**config.mk**
```make
export PLATFORM = sky130hd
export DESIGN_NAME = bounded_doubly_linked_list
export DESIGN_NICKNAME = d
export VERILOG_FILES = /design/src/hw/rtl/bdll_pkg.sv /design/src/hw/rtl/bdll_ram.sv /design/src/hw/rtl/bounded_doubly_linked_list.sv
export SDC_FILE = /design/constraint.sdc
export NUM_CORES = 2
export LEC_CHECK = 0
export BUFFER_PORTS_ARGS = -buffer_cell sky130_fd_sc_hd__buf_4
export CAP_MARGIN = 15
export CORE_ASPECT_RATIO = 1.25
export CORE_MARGIN = 8
export CORE_UTILIZATION = 40
export DETAILED_ROUTE_END_ITERATION = 7
export GPL_TIMING_DRIVEN = 1
export PLACE_DENSITY = 0.55
export SLEW_MARGIN = 20
export SYNTH_ARGS = -nofsm -noshare
export SYNTH_HDL_FRONTEND = slang
export SYNTH_SLANG_ARGS = --single-unit
```
**constraint.sdc**
```tcl
create_clock -name i_clk -period 13.3 [get_ports i_clk]
set_input_delay 1.33 -clock i_clk [delete_from_list [all_inputs] [get_ports i_clk]]
set_output_delay 1.33 -clock i_clk [all_outputs]
set_load 0.01 [all_outputs]
```
**src/hw/rtl/bdll_pkg.sv**
```systemverilog
package bdll_pkg;

    // command codes
    localparam logic [2:0] CMD_ADD_HEAD  = 3'd0;
    localparam logic [2:0] CMD_ADD_TAIL  = 3'd1;
    localparam logic [2:0] CMD_ADD_AFTER = 3'd2;
    localparam logic [2:0] CMD_POP_HEAD  = 3'd3;
    localparam logic [2:0] CMD_POP_TAIL  = 3'd4;
    localparam logic [2:0] CMD_DELETE    = 3'd5;
    localparam logic [2:0] CMD_EXISTS    = 3'd6;
    localparam logic [2:0] CMD_UNUSED    = 3'd7;

    // status codes
    localparam logic [1:0] ST_OK        = 2'd0;
    localparam logic [1:0] ST_EMPTY     = 2'd1;
    localparam logic [1:0] ST_FULL      = 2'd2;
    localparam logic [1:0] ST_NOT_FOUND = 2'd3;

    typedef struct packed {
        logic [2:0]         cmd;
        logic signed [31:0] anchor;
        logic signed [31:0] value;
    } t_in;

    typedef struct packed {
        logic [1:0]         status;
        logic signed [31:0] data;
        logic               found;
        logic [6:0]         count;
    } t_out;

endpackage

```
**src/hw/rtl/bdll_ram.sv**
```systemverilog
module bdll_ram #(
    parameter int WIDTH = 32,
    parameter int DEPTH = 64
) (
    input  logic                     i_clk,
    input  logic                     i_we,
    input  logic [$clog2(DEPTH)-1:0] i_waddr,
    input  logic [WIDTH-1:0]         i_wdata,
    input  logic [$clog2(DEPTH)-1:0] i_raddr,
    output logic [WIDTH-1:0]         o_rdata
);

    logic [WIDTH-1:0] r_mem [DEPTH];
    logic [WIDTH-1:0] r_rdata;

    always_ff @(posedge i_clk) begin
        if (i_we) begin
            r_mem[i_waddr] <= i_wdata;
        end
        r_rdata <= r_mem[i_raddr];
    end

    assign o_rdata = r_rdata;

endmodule

```
**src/hw/rtl/bounded_doubly_linked_list.sv**
```systemverilog
// Ordered list of signed values kept in a fixed pool of CAPACITY nodes, each
// with a value, a forward link and a backward link; unused nodes form a free
// list. One request is taken at a time: o_in_stall is high from acceptance
// until the result has been loaded into the output register, which holds it
// while the receiver stalls. After reset the block first chains the free list
// through the forward-link memory and takes no request meanwhile. Add at head
// or tail passes through S_AW1 and S_AW2 before the result; pop head or tail
// reads the node in S_URD, then updates links in S_UW1, S_UW2 and S_UW3. Add
// after anchor, delete and exists walk the list from the head one node per
// cycle through the single read port of the three link and value memories,
// visiting at most CAPACITY nodes, before the add or unlink writes. Empty and
// full errors go straight to the result; not found is known once the walk ends.
module bounded_doubly_linked_list #(
    parameter int CAPACITY   = 64,
    parameter int VALUE_BITS = 32
) (
    input  logic               i_clk,
    input  logic               i_rst_n,
    input  logic               i_in_valid,
    output logic               o_in_stall,
    input  bdll_pkg::t_in      i_in,
    output logic               o_out_valid,
    input  logic               i_out_stall,
    output bdll_pkg::t_out     o_out
);

    localparam int AW = $clog2(CAPACITY);
    localparam int IW = $clog2(CAPACITY + 1);
    localparam logic [IW-1:0] NONE = IW'(CAPACITY);
    localparam logic [IW-1:0] LAST_STEP = IW'(CAPACITY - 1);

    typedef enum logic [3:0] {
        S_INIT, S_IDLE, S_FIND, S_AW1, S_AW2, S_URD, S_UW1, S_UW2, S_UW3, S_DONE
    } t_state;

    typedef enum logic [1:0] {
        OP_HEAD, OP_TAIL, OP_AFTER
    } t_op;

    t_state r_state;
    t_op    r_op;

    logic [2:0]            r_cmd;
    logic [VALUE_BITS-1:0] r_key;
    logic [VALUE_BITS-1:0] r_val;
    logic [IW-1:0]         r_head;
    logic [IW-1:0]         r_tail;
    logic [IW-1:0]         r_fh;
    logic [IW-1:0]         r_nfh;
    logic [IW-1:0]         r_count;
    logic [IW-1:0]         r_cur;
    logic [IW-1:0]         r_steps;
    logic [IW-1:0]         r_p;
    logic [IW-1:0]         r_nx;
    logic [1:0]            r_status;
    logic [31:0]           r_data;
    logic                  r_found;
    logic                  r_ovalid;
    bdll_pkg::t_out        r_out;

    // memory ports
    logic [AW-1:0]         rd_addr;
    logic                  val_we;
    logic [AW-1:0]         val_wa;
    logic [VALUE_BITS-1:0] val_wd;
    logic [VALUE_BITS-1:0] val_rdata;
    logic                  next_we;
    logic [AW-1:0]         next_wa;
    logic [IW-1:0]         next_wd;
    logic [IW-1:0]         next_rdata;
    logic                  prev_we;
    logic [AW-1:0]         prev_wa;
    logic [IW-1:0]         prev_wd;
    logic [IW-1:0]         prev_rdata;

    logic          hit;
    logic          stop;
    logic          full;
    logic          empty;
    logic          head_cut;
    logic          tail_cut;
    logic [IW-1:0] head_new;
    logic [IW-1:0] tail_new;
    logic [IW-1:0] tail_fix;

    bdll_ram #(.WIDTH(VALUE_BITS), .DEPTH(CAPACITY)) u_val (
        .i_clk(i_clk), .i_we(val_we), .i_waddr(val_wa), .i_wdata(val_wd),
        .i_raddr(rd_addr), .o_rdata(val_rdata)
    );

    bdll_ram #(.WIDTH(IW), .DEPTH(CAPACITY)) u_next (
        .i_clk(i_clk), .i_we(next_we), .i_waddr(next_wa), .i_wdata(next_wd),
        .i_raddr(rd_addr), .o_rdata(next_rdata)
    );

    bdll_ram #(.WIDTH(IW), .DEPTH(CAPACITY)) u_prev (
        .i_clk(i_clk), .i_we(prev_we), .i_waddr(prev_wa), .i_wdata(prev_wd),
        .i_raddr(rd_addr), .o_rdata(prev_rdata)
    );

    assign full  = (r_count >= IW'(CAPACITY)) || (r_fh >= NONE);
    assign empty = (r_head >= NONE);

    // search compare: node under the read data versus the key
    assign hit  = (val_rdata == r_key);
    assign stop = (next_rdata >= NONE) || (r_steps == LAST_STEP);

    // unlink: new head and tail after cutting node r_cur out
    assign head_cut = (r_cur == r_head) || (r_p >= NONE);
    assign head_new = head_cut ? r_nx : r_head;
    assign tail_cut = (r_cur == r_tail) || (r_nx >= NONE);
    assign tail_new = tail_cut ? ((r_cur == head_new) ? NONE : r_p) : r_tail;
    assign tail_fix = (r_head < NONE) ? r_tail : NONE;

    always_comb begin
        rd_addr = r_fh[AW-1:0];
        val_we  = 1'b0;
        val_wa  = r_fh[AW-1:0];
        val_wd  = r_val;
        next_we = 1'b0;
        next_wa = r_fh[AW-1:0];
        next_wd = NONE;
        prev_we = 1'b0;
        prev_wa = r_fh[AW-1:0];
        prev_wd = NONE;
        unique case (r_state)
            S_INIT: begin
                next_we = 1'b1;
                next_wa = r_cur[AW-1:0];
                next_wd = r_cur + 1'b1;
            end
            S_IDLE: begin
                case (i_in.cmd)
                    bdll_pkg::CMD_ADD_AFTER: rd_addr = empty ? r_fh[AW-1:0] : r_head[AW-1:0];
                    bdll_pkg::CMD_POP_TAIL:  rd_addr = r_tail[AW-1:0];
                    bdll_pkg::CMD_POP_HEAD, bdll_pkg::CMD_DELETE,
                    bdll_pkg::CMD_EXISTS:    rd_addr = r_head[AW-1:0];
                    default:                 rd_addr = r_fh[AW-1:0];
                endcase
            end
            S_FIND: begin
                // follow the forward link, or fetch the free head once done
                rd_addr = (hit || stop) ? r_fh[AW-1:0] : next_rdata[AW-1:0];
            end
            S_AW1: begin
                val_we  = 1'b1;
                next_we = 1'b1;
                prev_we = 1'b1;
                case (r_op)
                    OP_HEAD: begin
                        next_wd = r_head;
                        prev_wd = NONE;
                    end
                    OP_TAIL: begin
                        next_wd = NONE;
                        prev_wd = r_tail;
                    end
                    default: begin
                        next_wd = r_nx;
                        prev_wd = r_cur;
                    end
                endcase
            end
            S_AW2: begin
                next_wd = r_fh;
                prev_wd = r_fh;
                case (r_op)
                    OP_HEAD: begin
                        prev_we = (r_head < NONE);
                        prev_wa = r_head[AW-1:0];
                    end
                    OP_TAIL: begin
                        next_we = (r_tail < NONE);
                        next_wa = r_tail[AW-1:0];
                    end
                    default: begin
                        prev_we = (r_nx < NONE);
                        prev_wa = r_nx[AW-1:0];
                        next_we = 1'b1;
                        next_wa = r_cur[AW-1:0];
                    end
                endcase
            end
            S_UW1: begin
                next_we = !head_cut;
                next_wa = r_p[AW-1:0];
                next_wd = r_nx;
                prev_we = !tail_cut;
                prev_wa = r_nx[AW-1:0];
                prev_wd = r_p;
            end
            S_UW2: begin
                prev_we = (r_head < NONE);
                prev_wa = r_head[AW-1:0];
                prev_wd = NONE;
                next_we = (tail_fix < NONE);
                next_wa = tail_fix[AW-1:0];
                next_wd = NONE;
            end
            S_UW3: begin
                // return the node to the free list
                next_we = 1'b1;
                next_wa = r_cur[AW-1:0];
                next_wd = r_fh;
            end
            default: begin
            end
        endcase
    end

    always_ff @(posedge i_clk) begin
        if (!i_rst_n) begin
            r_state  <= S_INIT;
            r_op     <= OP_HEAD;
            r_cur    <= '0;
            r_head   <= NONE;
            r_tail   <= NONE;
            r_fh     <= '0;
            r_count  <= '0;
            r_ovalid <= 1'b0;
        end else begin
            // drop the result once the receiver takes it, unless a new one loads
            if (r_ovalid && !i_out_stall && (r_state != S_DONE)) begin
                r_ovalid <= 1'b0;
            end
            unique case (r_state)
                S_INIT: begin
                    r_cur <= r_cur + 1'b1;
                    if (r_cur == LAST_STEP) begin
                        r_state <= S_IDLE;
                    end
                end
                S_IDLE: begin
                    if (i_in_valid) begin
                        r_cmd    <= i_in.cmd;
                        r_key    <= (i_in.cmd == bdll_pkg::CMD_ADD_AFTER)
                                    ? VALUE_BITS'(i_in.anchor) : VALUE_BITS'(i_in.value);
                        r_val    <= VALUE_BITS'(i_in.value);
                        r_status <= bdll_pkg::ST_OK;
                        r_data   <= '0;
                        r_found  <= 1'b0;
                        r_steps  <= '0;
                        r_cur    <= r_head;
                        case (i_in.cmd)
                            bdll_pkg::CMD_ADD_HEAD, bdll_pkg::CMD_ADD_TAIL,
                            bdll_pkg::CMD_ADD_AFTER: begin
                                if (full) begin
                                    r_status <= bdll_pkg::ST_FULL;
                                    r_state  <= S_DONE;
                                end else if (i_in.cmd == bdll_pkg::CMD_ADD_TAIL) begin
                                    r_op    <= OP_TAIL;
                                    r_state <= S_AW1;
                                end else if (i_in.cmd == bdll_pkg::CMD_ADD_HEAD || empty) begin
                                    r_op    <= OP_HEAD;
                                    r_state <= S_AW1;
                                end else begin
                                    r_state <= S_FIND;
                                end
                            end
                            bdll_pkg::CMD_POP_HEAD, bdll_pkg::CMD_POP_TAIL: begin
                                if (empty) begin
                                    r_status <= bdll_pkg::ST_EMPTY;
                                    r_state  <= S_DONE;
                                end else begin
                                    if (i_in.cmd == bdll_pkg::CMD_POP_TAIL) begin
                                        r_cur <= r_tail;
                                    end
                                    r_state <= S_URD;
                                end
                            end
                            bdll_pkg::CMD_DELETE: begin
                                if (empty) begin
                                    r_status <= bdll_pkg::ST_EMPTY;
                                    r_state  <= S_DONE;
                                end else begin
                                    r_state <= S_FIND;
                                end
                            end
                            bdll_pkg::CMD_EXISTS: begin
                                r_state <= empty ? S_DONE : S_FIND;
                            end
                            default: begin
                                r_state <= S_DONE;
                            end
                        endcase
                    end
                end
                S_FIND: begin
                    r_p  <= prev_rdata;
                    r_nx <= next_rdata;
                    if (hit) begin
                        case (r_cmd)
                            bdll_pkg::CMD_ADD_AFTER: begin
                                r_op    <= OP_AFTER;
                                r_state <= S_AW1;
                            end
                            bdll_pkg::CMD_DELETE: begin
                                r_state <= S_UW1;
                            end
                            default: begin
                                r_found <= 1'b1;
                                r_state <= S_DONE;
                            end
                        endcase
                    end else if (stop) begin
                        case (r_cmd)
                            bdll_pkg::CMD_ADD_AFTER: begin
                                r_op    <= OP_TAIL;
                                r_state <= S_AW1;
                            end
                            bdll_pkg::CMD_DELETE: begin
                                r_status <= bdll_pkg::ST_NOT_FOUND;
                                r_state  <= S_DONE;
                            end
                            default: begin
                                r_state <= S_DONE;
                            end
                        endcase
                    end else begin
                        // advance to the next node
                        r_cur   <= next_rdata;
                        r_steps <= r_steps + 1'b1;
                    end
                end
                S_AW1: begin
                    r_nfh   <= next_rdata;
                    r_state <= S_AW2;
                end
                S_AW2: begin
                    case (r_op)
                        OP_HEAD: begin
                            if (r_head >= NONE) begin
                                r_tail <= r_fh;
                            end
                            r_head <= r_fh;
                        end
                        OP_TAIL: begin
                            if (r_tail >= NONE) begin
                                r_head <= r_fh;
                            end
                            r_tail <= r_fh;
                        end
                        default: begin
                            if (r_nx >= NONE) begin
                                r_tail <= r_fh;
                            end
                        end
                    endcase
                    r_fh    <= r_nfh;
                    r_count <= r_count + 1'b1;
                    r_state <= S_DONE;
                end
                S_URD: begin
                    r_p     <= prev_rdata;
                    r_nx    <= next_rdata;
                    r_data  <= 32'($signed(val_rdata));
                    r_state <= S_UW1;
                end
                S_UW1: begin
                    r_head  <= head_new;
                    r_tail  <= tail_new;
                    r_state <= S_UW2;
                end
                S_UW2: begin
                    r_tail  <= tail_fix;
                    r_state <= S_UW3;
                end
                S_UW3: begin
                    r_fh    <= r_cur;
                    r_count <= r_count - 1'b1;
                    r_state <= S_DONE;
                end
                S_DONE: begin
                    // hold until the output register is free
                    if (!r_ovalid || !i_out_stall) begin
                        r_out.status <= r_status;
                        r_out.data   <= r_data;
                        r_out.found  <= r_found;
                        r_out.count  <= 7'(r_count);
                        r_ovalid     <= 1'b1;
                        r_state      <= S_IDLE;
                    end
                end
                default: begin
                    r_state <= S_IDLE;
                end
            endcase
        end
    end

    assign o_in_stall  = (r_state != S_IDLE);
    assign o_out_valid = r_ovalid;
    assign o_out       = r_out;

endmodule

```
==> parameters.txt <==
Parameter                              Value

Synthesis
  Netlist area before placement ... 129,000 sq um
  Post-synthesis sequential area ratio ... 0.740
  Distinct cell type count of the synthesized netlist ... 87
  Post-synth EDFFs ... 3,116
  Primary flip-flop cell chosen by synthesis mapping ... edfxtp_1
  FF+latch count, synth ... 3,204
  Synth warn ... 0
  Number of instances in the synthesized netlist ... 9,484
  Synthesized area per cell ... 13.6 sq um
  Share of flip-flops with an asynchronous set or reset after synthesis ... 0
  Synthesized netlist net count ... 9,563

Clock tree
  # clock sinks ... 3,204
  Clk root buf ... clkbuf_16
  Register clock-pin slew on the reported worst setup and hold paths ... 60 ps
  Count of cells resized by post-cts repair ... 0
  Clock latency on the worst-skew pair ... 910 ps
  Post-CTS setup buffers ... 0
  TritonCTS clock tree ... done
  Maximum level of the CTS H-tree ... 5
  Post-CTS Hold Buffers ... 0
  Number of CTS-inserted buffers ... 331
  CTS max path bufs ... 4

Worst setup path
  Standard cell with the maximum stage delay on the critical path ... o22ai_1
  Data required time at the worst endpoint ... 14,000 ps
  CP most frequent cell ... mux2i_1
  Critical Setup Path Class ... reg -> reg
  Max FO, Critical Path ... 121
  Slack of the worst reg-to-reg path ... 6250 ps
  Launching element type of the critical path ... register
  Critical-path cell list ... xor2_1, nor4_1, nand4_1, o211ai_4, mux2_8, buf_12, buf_4, mux2i_1, mux2i_1, mux2i_1, o22ai_1, nor2_1, nor4_2
  Arr. time, crit path ... 7750 ps
  Slowest stage delay, CP ... 910 ps
  Element type at the critical path end ... register

Place
  Standard cell area after detailed placement ... 135,000 sq um
  I/O Buffers ... 114
  Global placer's final weighted congestion ... 0.864
  Post-Place Setup Slack ... 6190 ps
  Half-perimeter wire length of the detailed placement result ... 239,000 um

Timing
  Final-layout worst hold slack ... 409 ps
  Final Cycle Share ... 0.530
  Time the final worst path needs with I/O delays and setup ... 7050 ps
  Pin slew with the least headroom to its limit ... 1290 ps
  Endpoints failing setup ... 0
  Total negative slack for setup checks ... 0 ps
  Final Max Tran Viols ... 0
  Clock Skew ... 51.3 ps
  RSZ-0062 raised after global routing ... no
  Final setup margin ... 6250 ps
  Final hold violation count ... 0
  Worst max-slew margin expressed relative to the limit ... 0.135
  Maximum achievable frequency ... 142 MHz

Pwr
  Switching power of the nets ... 5060 uW
  Sw Ratio ... 0.230
  Combinational share of power ... 0.062
  Maximum ir drop on the vdd rail ... 0.0982 mV
  Power Total ... 21,900 uW
  Leakage power figure ... 0.0489 uW
  Sequential power share ... 0.516
  Cell internal power dissipation ... 16,900 uW
  Power density cells ... 150 nW/um^2
  Clock network power share ... 0.422

Floorplan
  Core Region ... 322,000 sq um
  Horizontal die dimension ... 524 um
  Total I/O pin count ... 115
  Effective utilization at floorplan ... 0.401
  Die ar. ... 341,000 sq um
  FP Rows ... 233
  Die Span Y ... 651 um

Global routing
  Maximum number of pins on one net before global-route repair ... 175
  Initial antenna violation count ... 23
  Residual overflow from global routing ... 0
  Overall Global Routing Usage ... 0.233
  First-pass GRT wire length ... 583,000 um
  Vias in the first global route ... 79,356

Routing
  Number of iterations in the first detailed-routing pass ... 6
  WL/cell ... 29.1 um
  Via-per-instance ratio ... 5.77
  Vias after detailed routing ... 81,436
  DR DRC count ... 0
  Drt total wl ... 412,000 um
  1st-iter DRT viols ... 9,207
  Number of nets still failing antenna checks after routing ... 0

Flow run
  Max_cap viols ... 0

Cells and area
  Area of all placed cells without fillers ... 146,000 sq um
  Fraction of final layout cells sized beyond drive strength 1 ... 0.111
  Final layout net count ... 9,652
  Growth of design area from synthesis to finish ... 13.1%

Status
  Run status ... completed

Worst hold path
  Type of the most critical hold path ... reg -> reg
## cell families after synthesis
| family | after synthesis | synth area share |
|---|---|---|
| buffers and inverters | 623 | 0.0239 |
| AND/OR/NAND/NOR | 4205 | 0.142 |
| AO/OA/AOI/OAI | 930 | 0.0513 |
| multiplexers | 444 | 0.0374 |
| XOR/XNOR | 70 | 0.00476 |
| flip-flops | 3204 | 0.740 |
| adder cells (fa/ha/maj) | 8 | 0.000835 |
## state kept, by name (all words and copies together) (netlist names), 32 cells and up
| register | cells |
|---|---|
| u_prev.r_mem | 448 |
| o_out | 42 |
| r_val | 32 |
| r_key | 32 |
| u_val.r_mem | 2048 |
| u_val.o_rdata | 32 |
| r_data | 32 |
| u_next.r_mem | 448 |
## cells in the final DEF, fill, tap and decap left out, types with 80 or more instances in the layout
cell type | netlist | layout
edfxtp_1 | 3116 | 3116
nand2_1 | 2484 | 2482
nand3_1 | 899 | 899
mux2i_1 | 379 | 378
buf_4 | 45 | 354
clkbuf_16 | 0 | 342
nor2_1 | 350 | 262
a21oi_1 | 192 | 191
and3_1 | 163 | 162
a31oi_1 | 145 | 142
a311oi_1 | 110 | 110
dfxtp_1 | 88 | 88
o21ai_0 | 93 | 82
nand4_1 | 80 | 80
## final timing paths
check / startpoint / end / cells after the start
min reg2reg: r_data[20]$_SDFFCE_PN0P_ / o_out[28]$_DFFE_PP_ / 0
min: r_data[20]$_SDFFCE_PN0P_ / o_out[28]$_DFFE_PP_ / 0
max: u_val.o_rdata[20]$_DFF_P_ / u_val.o_rdata[19]$_DFF_P_ / 13
max reg2reg: u_val.o_rdata[20]$_DFF_P_ / u_val.o_rdata[19]$_DFF_P_ / 13
## synthesized netlist by cell type (37+ instances only)
cell type	instances	area [sq um]
a32oi_1	62	543
o22ai_1	43	269
nor2_1	350	1310
a211oi_1	38	285
a311oi_1	110	963
clkbuf_1	153	574
nand3_1	899	4500
mux2i_1	379	3790
buf_1	40	150
buf_4	45	338
nor4_1	46	288
dfxtp_1	88	1760
a21oi_1	192	961
buf_2	357	1790
and3_1	163	1020
mux2_2	37	417
o21ai_0	93	465
and2_1	43	269
xor2_1	51	447
edfxtp_1	3116	93600
nand2_1	2484	9320
nand4_1	80	500
a31oi_1	145	907
## critical path: cells and delay by family, from the launching register on
kind                   cells  cell delay, ps
buffers and inverters      2            1310
flip-flops                 1             570
AND/OR/NAND/NOR            4            2070
AO/OA/AOI/OAI              2            1410
multiplexers               4             980
XOR/XNOR                   1             200
## layout make-up
cell class                 count  area, sq um
antenna                       57          143
clock buffer                 431         9050
timing repair buffer         368         2940
clock inverter               167         1610
multi-input combinational   5657        31400
inverter                      11         41.3
fill                       28495       176000
tap                         4230         5290
sequential                  3204        95300
## routing by layer
layer	wire length, um	track usage	vias to the layer above
met5	34	0	-
met4	25600	0.126	6
met3	28600	0.0322	822
met2	200000	0.391	3519
met1	157000	0.294	41603
li1	-	-	35486
## power by group through the flow
| stage | combinational, uW | sequential [uW] | clock (uW) |
|---|---|---|---|
| after global routing | 1450 | 11300 | 9750 |
| after floorplan | 756 | 11500 | 0 |
| after CTS | 1370 | 11300 | 9370 |
| after detailed placement | 1370 | 11500 | 0 |
| final | 1370 | 11300 | 9260 |
| after global placement | 1350 | 11500 | 0 |
## stage by stage
stage	std cells	utilization
floorplan	9484	-
global placement	13468	0.420
detailed placement	13470	0.420
CTS	14068	0.453
global route	14118	0.453
finish	14125	0.454
Note: power is estimated with default switching activity, not from simulation.
